[src/afk_pkg.sv]
// Shared constants and tables of the arm forward kinematics block.
package afk_pkg;

  // CORDIC fraction bits and iteration count
  localparam int ANGLE_BITS = 16;
  // CORDIC datapath width: sign, integer headroom, fraction
  localparam int CW = ANGLE_BITS + 3;
  // width of a cumulative sum of three Q2.13 angles
  localparam int SUM_W = 18;
  localparam int LEN_W = 10;
  localparam int OUT_W = 17;
  localparam int IN_W = 16;

  // product of a link length and a cosine or sine, and the sum of three
  localparam int PROD_W = CW + LEN_W + 1;
  localparam int RS_W = PROD_W + 2;
  localparam int PXY_W = CW + RS_W;

  // pipeline: input, fold, iterations, products, sums, multiply, round/clamp
  localparam int SC_STAGES = ANGLE_BITS + 1;
  localparam int NSTAGES = ANGLE_BITS + 6;

  // angle constants in Q2.13
  localparam logic signed [SUM_W-1:0] PI_Q13 = SUM_W'(25736);
  localparam logic signed [SUM_W-1:0] HALF_PI_Q13 = SUM_W'(12868);
  localparam logic signed [SUM_W-1:0] TWO_PI_Q13 = SUM_W'(51472);
  localparam logic signed [SUM_W-1:0] FOUR_PI_Q13 = SUM_W'(102944);
  localparam logic signed [SUM_W-1:0] THREE_PI_Q13 = SUM_W'(77208);

  localparam longint XY_LIMIT = 49104;
  localparam longint Z_HIGH = 65472;

  // register indexes
  localparam logic [1:0] REG_BASE_HEIGHT = 2'd0;
  localparam logic [1:0] REG_FIRST_LINK = 2'd1;
  localparam logic [1:0] REG_SECOND_LINK = 2'd2;
  localparam logic [1:0] REG_THIRD_LINK = 2'd3;

  // CORDIC start vector: gain-compensated unit x, rounded to Q(ANGLE_BITS)
  localparam logic signed [CW-1:0] GAIN_X =
    CW'((longint'(652032874) + (longint'(1) << (29 - ANGLE_BITS))) >>> (30 - ANGLE_BITS));

  // arctan(2^-i) rounded from Q30 to Q(ANGLE_BITS)
  function automatic logic signed [CW-1:0] atan_step(input int i);
    longint q30;
    unique case (i)
      0:  q30 = 843314857;
      1:  q30 = 497837829;
      2:  q30 = 263043837;
      3:  q30 = 133525159;
      4:  q30 = 67021687;
      5:  q30 = 33543516;
      6:  q30 = 16775851;
      7:  q30 = 8388437;
      8:  q30 = 4194283;
      9:  q30 = 2097149;
      default: q30 = longint'(1) << (30 - i);
    endcase
    return CW'((q30 + (longint'(1) << (29 - ANGLE_BITS))) >>> (30 - ANGLE_BITS));
  endfunction

endpackage

[src/afk_sincos.sv]
// Pipelined rotation-mode CORDIC giving sine and cosine of a Q2.13 angle.
module afk_sincos (
  input  logic                             clk,
  input  logic [afk_pkg::SC_STAGES-1:0]    en,
  input  logic signed [afk_pkg::SUM_W-1:0] angle,
  output logic signed [afk_pkg::CW-1:0]    sin_out,
  output logic signed [afk_pkg::CW-1:0]    cos_out
);
  import afk_pkg::*;

  logic signed [SUM_W-1:0] wrapped;
  logic signed [SUM_W-1:0] folded;
  logic                    fold_neg;
  logic [SUM_W-1:0]        mag;
  logic [SUM_W+ANGLE_BITS:0] zwide;
  logic signed [CW-1:0]    zstart;

  logic signed [CW-1:0] xr [ANGLE_BITS+1];
  logic signed [CW-1:0] yr [ANGLE_BITS+1];
  logic signed [CW-1:0] zr [ANGLE_BITS+1];
  logic                 ng [ANGLE_BITS+1];

  // wrap into [-pi, pi) and fold into [-pi/2, pi/2]
  always_comb begin
    if (angle >= THREE_PI_Q13) begin
      wrapped = angle - FOUR_PI_Q13;
    end else if (angle >= PI_Q13) begin
      wrapped = angle - TWO_PI_Q13;
    end else if (angle < -THREE_PI_Q13) begin
      wrapped = angle + FOUR_PI_Q13;
    end else if (angle < -PI_Q13) begin
      wrapped = angle + TWO_PI_Q13;
    end else begin
      wrapped = angle;
    end
    if (wrapped > HALF_PI_Q13) begin
      folded = wrapped - PI_Q13;
      fold_neg = 1'b1;
    end else if (wrapped < -HALF_PI_Q13) begin
      folded = wrapped + PI_Q13;
      fold_neg = 1'b1;
    end else begin
      folded = wrapped;
      fold_neg = 1'b0;
    end
    mag = folded[SUM_W-1] ? SUM_W'(-folded) : SUM_W'(folded);
    zwide = (({(ANGLE_BITS+1)'(0), mag} << ANGLE_BITS) + (SUM_W+ANGLE_BITS+1)'(4096)) >> 13;
    zstart = folded[SUM_W-1] ? -CW'(zwide) : CW'(zwide);
  end

  // fold stage register
  always_ff @(posedge clk) begin
    if (en[0]) begin
      zr[0] <= zstart;
      ng[0] <= fold_neg;
    end
  end

  assign xr[0] = GAIN_X;
  assign yr[0] = '0;

  // one micro-rotation per stage
  for (genvar i = 0; i < ANGLE_BITS; i++) begin : g_iter
    always_ff @(posedge clk) begin
      if (en[i+1]) begin
        if (!zr[i][CW-1]) begin
          xr[i+1] <= xr[i] - (yr[i] >>> i);
          yr[i+1] <= yr[i] + (xr[i] >>> i);
          zr[i+1] <= zr[i] - atan_step(i);
        end else begin
          xr[i+1] <= xr[i] + (yr[i] >>> i);
          yr[i+1] <= yr[i] - (xr[i] >>> i);
          zr[i+1] <= zr[i] + atan_step(i);
        end
        ng[i+1] <= ng[i];
      end
    end
  end

  assign sin_out = ng[ANGLE_BITS] ? -yr[ANGLE_BITS] : yr[ANGLE_BITS];
  assign cos_out = ng[ANGLE_BITS] ? -xr[ANGLE_BITS] : xr[ANGLE_BITS];

endmodule

[config.mk]
export PLATFORM = sky130hd
export DESIGN_NAME = afk_sincos
export DESIGN_NICKNAME = d
export VERILOG_FILES = /design/src/afk_pkg.sv /design/src/afk_sincos.sv
export SDC_FILE = /design/constraint.sdc
export NUM_CORES = 2
export LEC_CHECK = 0
export BUFFER_PORTS_ARGS = -buffer_cell sky130_fd_sc_hd__buf_2
export CAP_MARGIN = 0
export CORE_AREA = 3 3 304 531
export CTS_CLUSTER_SIZE = 12
export DETAILED_ROUTE_END_ITERATION = 16
export DIE_AREA = 0 0 307 534
export PLACE_DENSITY = 0.53
export SYNTH_ARGS = -nofsm -noshare
export SYNTH_HDL_FRONTEND = slang
export SYNTH_SLANG_ARGS = --single-unit
[constraint.sdc]
create_clock -name clk -period 15 [get_ports clk]
set_input_delay 0.75 -clock clk [delete_from_list [all_inputs] [get_ports clk]]
set_output_delay 0.75 -clock clk [all_outputs]
set_load 0.01 [all_outputs]
==> Word level (Yosys, flattened, before mapping) <==
Memories as Yosys holds them, arrays and structs flattened.
Index checks and enable logic that the tools add are counted.
{ "op_classes": {"magnitude_cmp": 6, "add_sub_neg": 103, "muxes": 189, "n_bitwise": 16} }
{ "op_table": {"columns": ["operator", "count"], "rows": [
  ["2-to-1 mux 19 bit", 50],
  ["2-to-1 mux 1 bit", 132],
  ["2-to-1 mux 18 bit", 6],
  ["negator 19 bit", 3],
  ["adder 19 x 10 -> 19 bit", 2],
  ["adder 19 x 11 -> 19 bit", 2],
  ["adder 19 x 12 -> 19 bit", 2],
  ["adder 19 x 12 -> 19 bit (second input constant)", 2],
  ["adder 19 x 13 -> 19 bit", 2],
  ["adder 19 x 14 -> 19 bit", 2],
  ["adder 19 x 15 -> 19 bit", 2],
  ["adder 19 x 16 -> 19 bit", 2],
  ["adder 19 x 16 -> 19 bit (second input constant)", 2],
  ["adder 19 x 17 -> 19 bit", 2],
  ["adder 19 x 4 -> 19 bit", 2],
  ["adder 19 x 5 -> 19 bit", 2],
  ["adder 19 x 6 -> 19 bit", 2],
  ["adder 19 x 7 -> 19 bit", 2],
  ["adder 19 x 8 -> 19 bit", 2],
  ["adder 19 x 9 -> 19 bit", 2],
  ["subtractor 19 x 10 -> 19 bit", 2],
  ["subtractor 19 x 11 -> 19 bit", 2],
  ["subtractor 19 x 12 -> 19 bit", 2],
  ["subtractor 19 x 12 -> 19 bit (second input constant)", 2],
  ["56 further kinds", 83]
]} }
{ "word_totals": {"ram_bits": 340, "output_inout_bits": 38, "word_cells": 347, "in_bits": 36, "mem_count": 2, "register_bits": 589} }
{ "memory_table": {"columns": ["memory", "depth", "word_bits", "read_ports", "rd_ports_with_merged_regs", "wr", "line_no", "text"], "rows": [
  ["zr", 17, 19, 16, 0, 17, "afk_sincos.sv:20", "logic signed [CW-1:0] zr [ANGLE_BITS+1];"],
  ["ng", 17, 1, 17, 0, 17, "afk_sincos.sv:21", "logic ng [ANGLE_BITS+1];"]
]} }

==> Longest topological paths before layout <==
{ "logic_depth": {"word_depth": 13, "mapped_depth": 23, "ltp_nobuf": 22} }

==> Worst setup path before layout <==
OpenSTA, ideal clock, no wires.
{ "synth_timing": {"kind": "input to register", "from": "input angle[4] in the netlist's numbering", "to": "memory zr[0][15] in the netlist's numbering (data pin)", "slack_ns": 9.317, "arrival_time_ns": 5.422, "n_path_buf": 3, "stages": 22, "required_ns": 14.739, "path_cell_list": "clkbuf_1 > inv_1 > ha_1 > nand2b_1 > o21ai_0 > o2111a_1 > or3_1 > buf_2 > a31oi_1 > xnor2_2 > inv_2 > a41o_1 > a31o_1 > a211o_2 > buf_6 > o22ai_2 > xor2_2 > or4b_4 > o31ai_2 > xor2_1 > a311oi_1 > a311o_1"} }
{ "synth_lines": {"columns": ["element", "line_no", "text"], "rows": [
  ["start: declaration", "afk_sincos.sv:5", "input logic signed [afk_pkg::SUM_W-1:0] angle,"],
  ["end: declaration", "afk_sincos.sv:20", null]
]} }

==> reports/results.txt <==
Place WS = 7.73 ns
Die Width = 307 um
Area leader, netlist = edfxtp_1
Core ar. = 0.158 mm^2
EDFF count, synth = 837
GR Overflow Total = 0
Antenna viol nets, final = 0
Distinct cells, synth = 98
Met1 Track Usage GR = 15.7%
Max Buffers Root-to-Sink = 3
Post-route setup slack = 8.39 ns
Async S/R FF share, synth = 0%
Mean Syn Cell Area = 9.93 um^2
Final std cells w/o fill = 8526
Tcrit/Tclk final = 44.0%
First-pass GRT wire length = 235 mm
MaxCap Viol Count = 0
DIE HEIGHT = 534 um
H-tree depth = 3
Worst min path class = primary input to register
Clock sink count = 837
Status = complete, no violations
Endpoints failing setup = 0
Worst-path clk slew = 0.06 ns
WL final = 150 mm
Share of the synthesized area in the top cell type = 39.9%
Routed vias = 44373
Synth-to-Final Area Change = 8.51%
Top post-synthesis cells by area = edfxtp_1, ha_1, xnor2_1
WHS = 0.372 ns
Drt drc = 0
Sequential area share after synthesis = 39.9%
Detailed Routing Iterations Pass 1 = 5
Final hold vios = 0
PostCTS Resize Cnt = 0
GRT met2 Usage = 39.3%
Main synth FF type = edfxtp_1
Minimum clock period = 6.61 ns
Worst setup SP type = primary input
Syn Nets = 7204
CTS Hold Buffers Added = 0
Crit path kind = primary input to register
CP required = 15.41 ns
Commonest cells in the netlist = edfxtp_1, ha_1, xnor2_1
I/O pin total = 74
Top-count cell post-synth = edfxtp_1
Die area = 0.164 mm^2
Worst path cell trace = buf_2, inv_1, ha_1, nand2b_1, o21ai_0, o2111a_1, or3_1, nand2_1, a211o_1, a31oi_1, o311ai_2, o21ai_1, o221a_2, o211ai_4, or4b_4, o31ai_2, xor2_1, a311oi_1, a311o_1
Largest net degree at the start of global routing = 59
Slew HR = 32.6%
Actual slew at the worst max-slew pin = 1.00 ns
All-Layer GR Usage = 18.1%
Mapped Area = 0.0630 mm^2
Initial Util = 39.9%
Num rows = 193
Crit-path max cell delay = 0.79 ns
Share of cells above drive strength 1 = 4.66%
Final net count = 7278
GR met3 Demand/Resource = 1.77%
I/O Buffers = 73
Critical Path Slowest Stage Cell = o21ai_1
Vias in the first global route = 45227
Drt via density = 5.20
RSZ-0062 raised after global routing = no
CTS buffer count = 89
Setup bufs post-CTS = 0
Synth Warn # = 0
Iter 0 DRT Violations = 1634
WL per Instance = 17.6 um
Placed cell count = 8373
Final Max Tran Viols = 0
Setup TNS = 0 ns
Seq cells post-synth = 837
Placer congestion estimate = 0.861
GRT busiest layer = met2
CTS tree = done
CP arrival = 7.01 ns
Worst Path Max Fanout = 11
DP HPWL = 123 mm
Fillcell total = 15105
Cells after Synth = 6343
Setup crit end kind = register
Clock Skew = 0.0289 ns
FMAX = 151 MHz
Initial antenna violation count = 2
Worst-Skew Late Latency = 0.67 ns
CTS Root Cell = clkbuf_16
==> worst paths after layout <==
check,startpoint,to,slack [ns],cells after the start
setup / recovery,angle[5],zr[0][15],8.39,19
hold / removal,angle[0],zr[0][3],0.37,1
setup reg to reg,zr[2][18],zr[3][18],9.78,20
hold reg to reg,ng[0][7],ng[0][8],0.40,0
==> registers in the layout, summed over array words and instances (netlist names) <==
name  flops
xr      280
yr      283
zr      257
ng       17
==> layer usage <==
layer,share of wire [%],wire length (um)
met3,2.0,2930
met5,0.0053,8
met1,33,49100
met4,5.4,8110
met2,60,89700
==> critical path, delay by kind of cell <==
kind | cells | cell delay [ns]
adders and majority gates | 1 | 0.24
buffers and inverters | 2 | 0.35
and+or+nand+nor | 4 | 1.40
xor gates and xnor gates | 1 | 0.26
AOI/OAI and AO/OA | 11 | 4.01
==> placed cells by master (no fill, tap or decap), drive strengths merged, types with 13 or more instances in the layout <==
cell	count
edfxtp	837
ha	782
xnor2	651
inv	625
nor2	619
a21oi	570
o21ai	385
nand2	340
xor2	215
o21bai	211
nor3	162
clkbuf	121
a21boi	120
buf	103
a21o	74
nor2b	72
nand2b	51
fa	43
or3	36
o41ai	33
nand3	30
nor4	29
a31oi	25
mux2i	25
mux2	24
o21a	24
o31ai	23
clkinv	22
or2	21
and2	17
nand4	14
and3	13
a211oi	13
==> stage by stage <==
stage                     area, um^2  utilization, %
final                          68300            43.3
after floorplan                63000               -
after global routing           68300            43.3
after CTS                      68300            43.3
after global placement         65600            41.6
after detailed placement       65600            41.6
==> logic make-up (layout without fill, tap and decap cells) <==
| logic type | count (synthesis) | in the layout | synth area share (%) |
|---|---|---|---|
| AOI/OAI and AO/OA | 1570 | 1570 | 15.3 |
| xor gates and xnor gates | 867 | 867 | 12.1 |
| adders and majority gates | 825 | 825 | 16.9 |
| buffers and inverters | 743 | 878 | 4.50 |
| DFF | 837 | 837 | 39.9 |
| muxes | 49 | 49 | 0.826 |
| other | 1 | 2 | 0.00595 |
| and+or+nand+nor | 1451 | 1451 | 10.4 |
==> layout make-up <==
class	count	area (um^2)	area share [%]
multi-input cells	4763	35000	51.2
flip-flops and latches	837	25100	36.8
well taps	2047	2560	3.75
clock buffers	121	2390	3.50
inverters	623	2340	3.42
repair buffers	103	591	0.864
clock inverters	31	308	0.450
diodes	1	2.50	0.00366
Power is not shown: default switching activity piles up to over one toggle a cycle in this logic, so the estimate is an artifact.
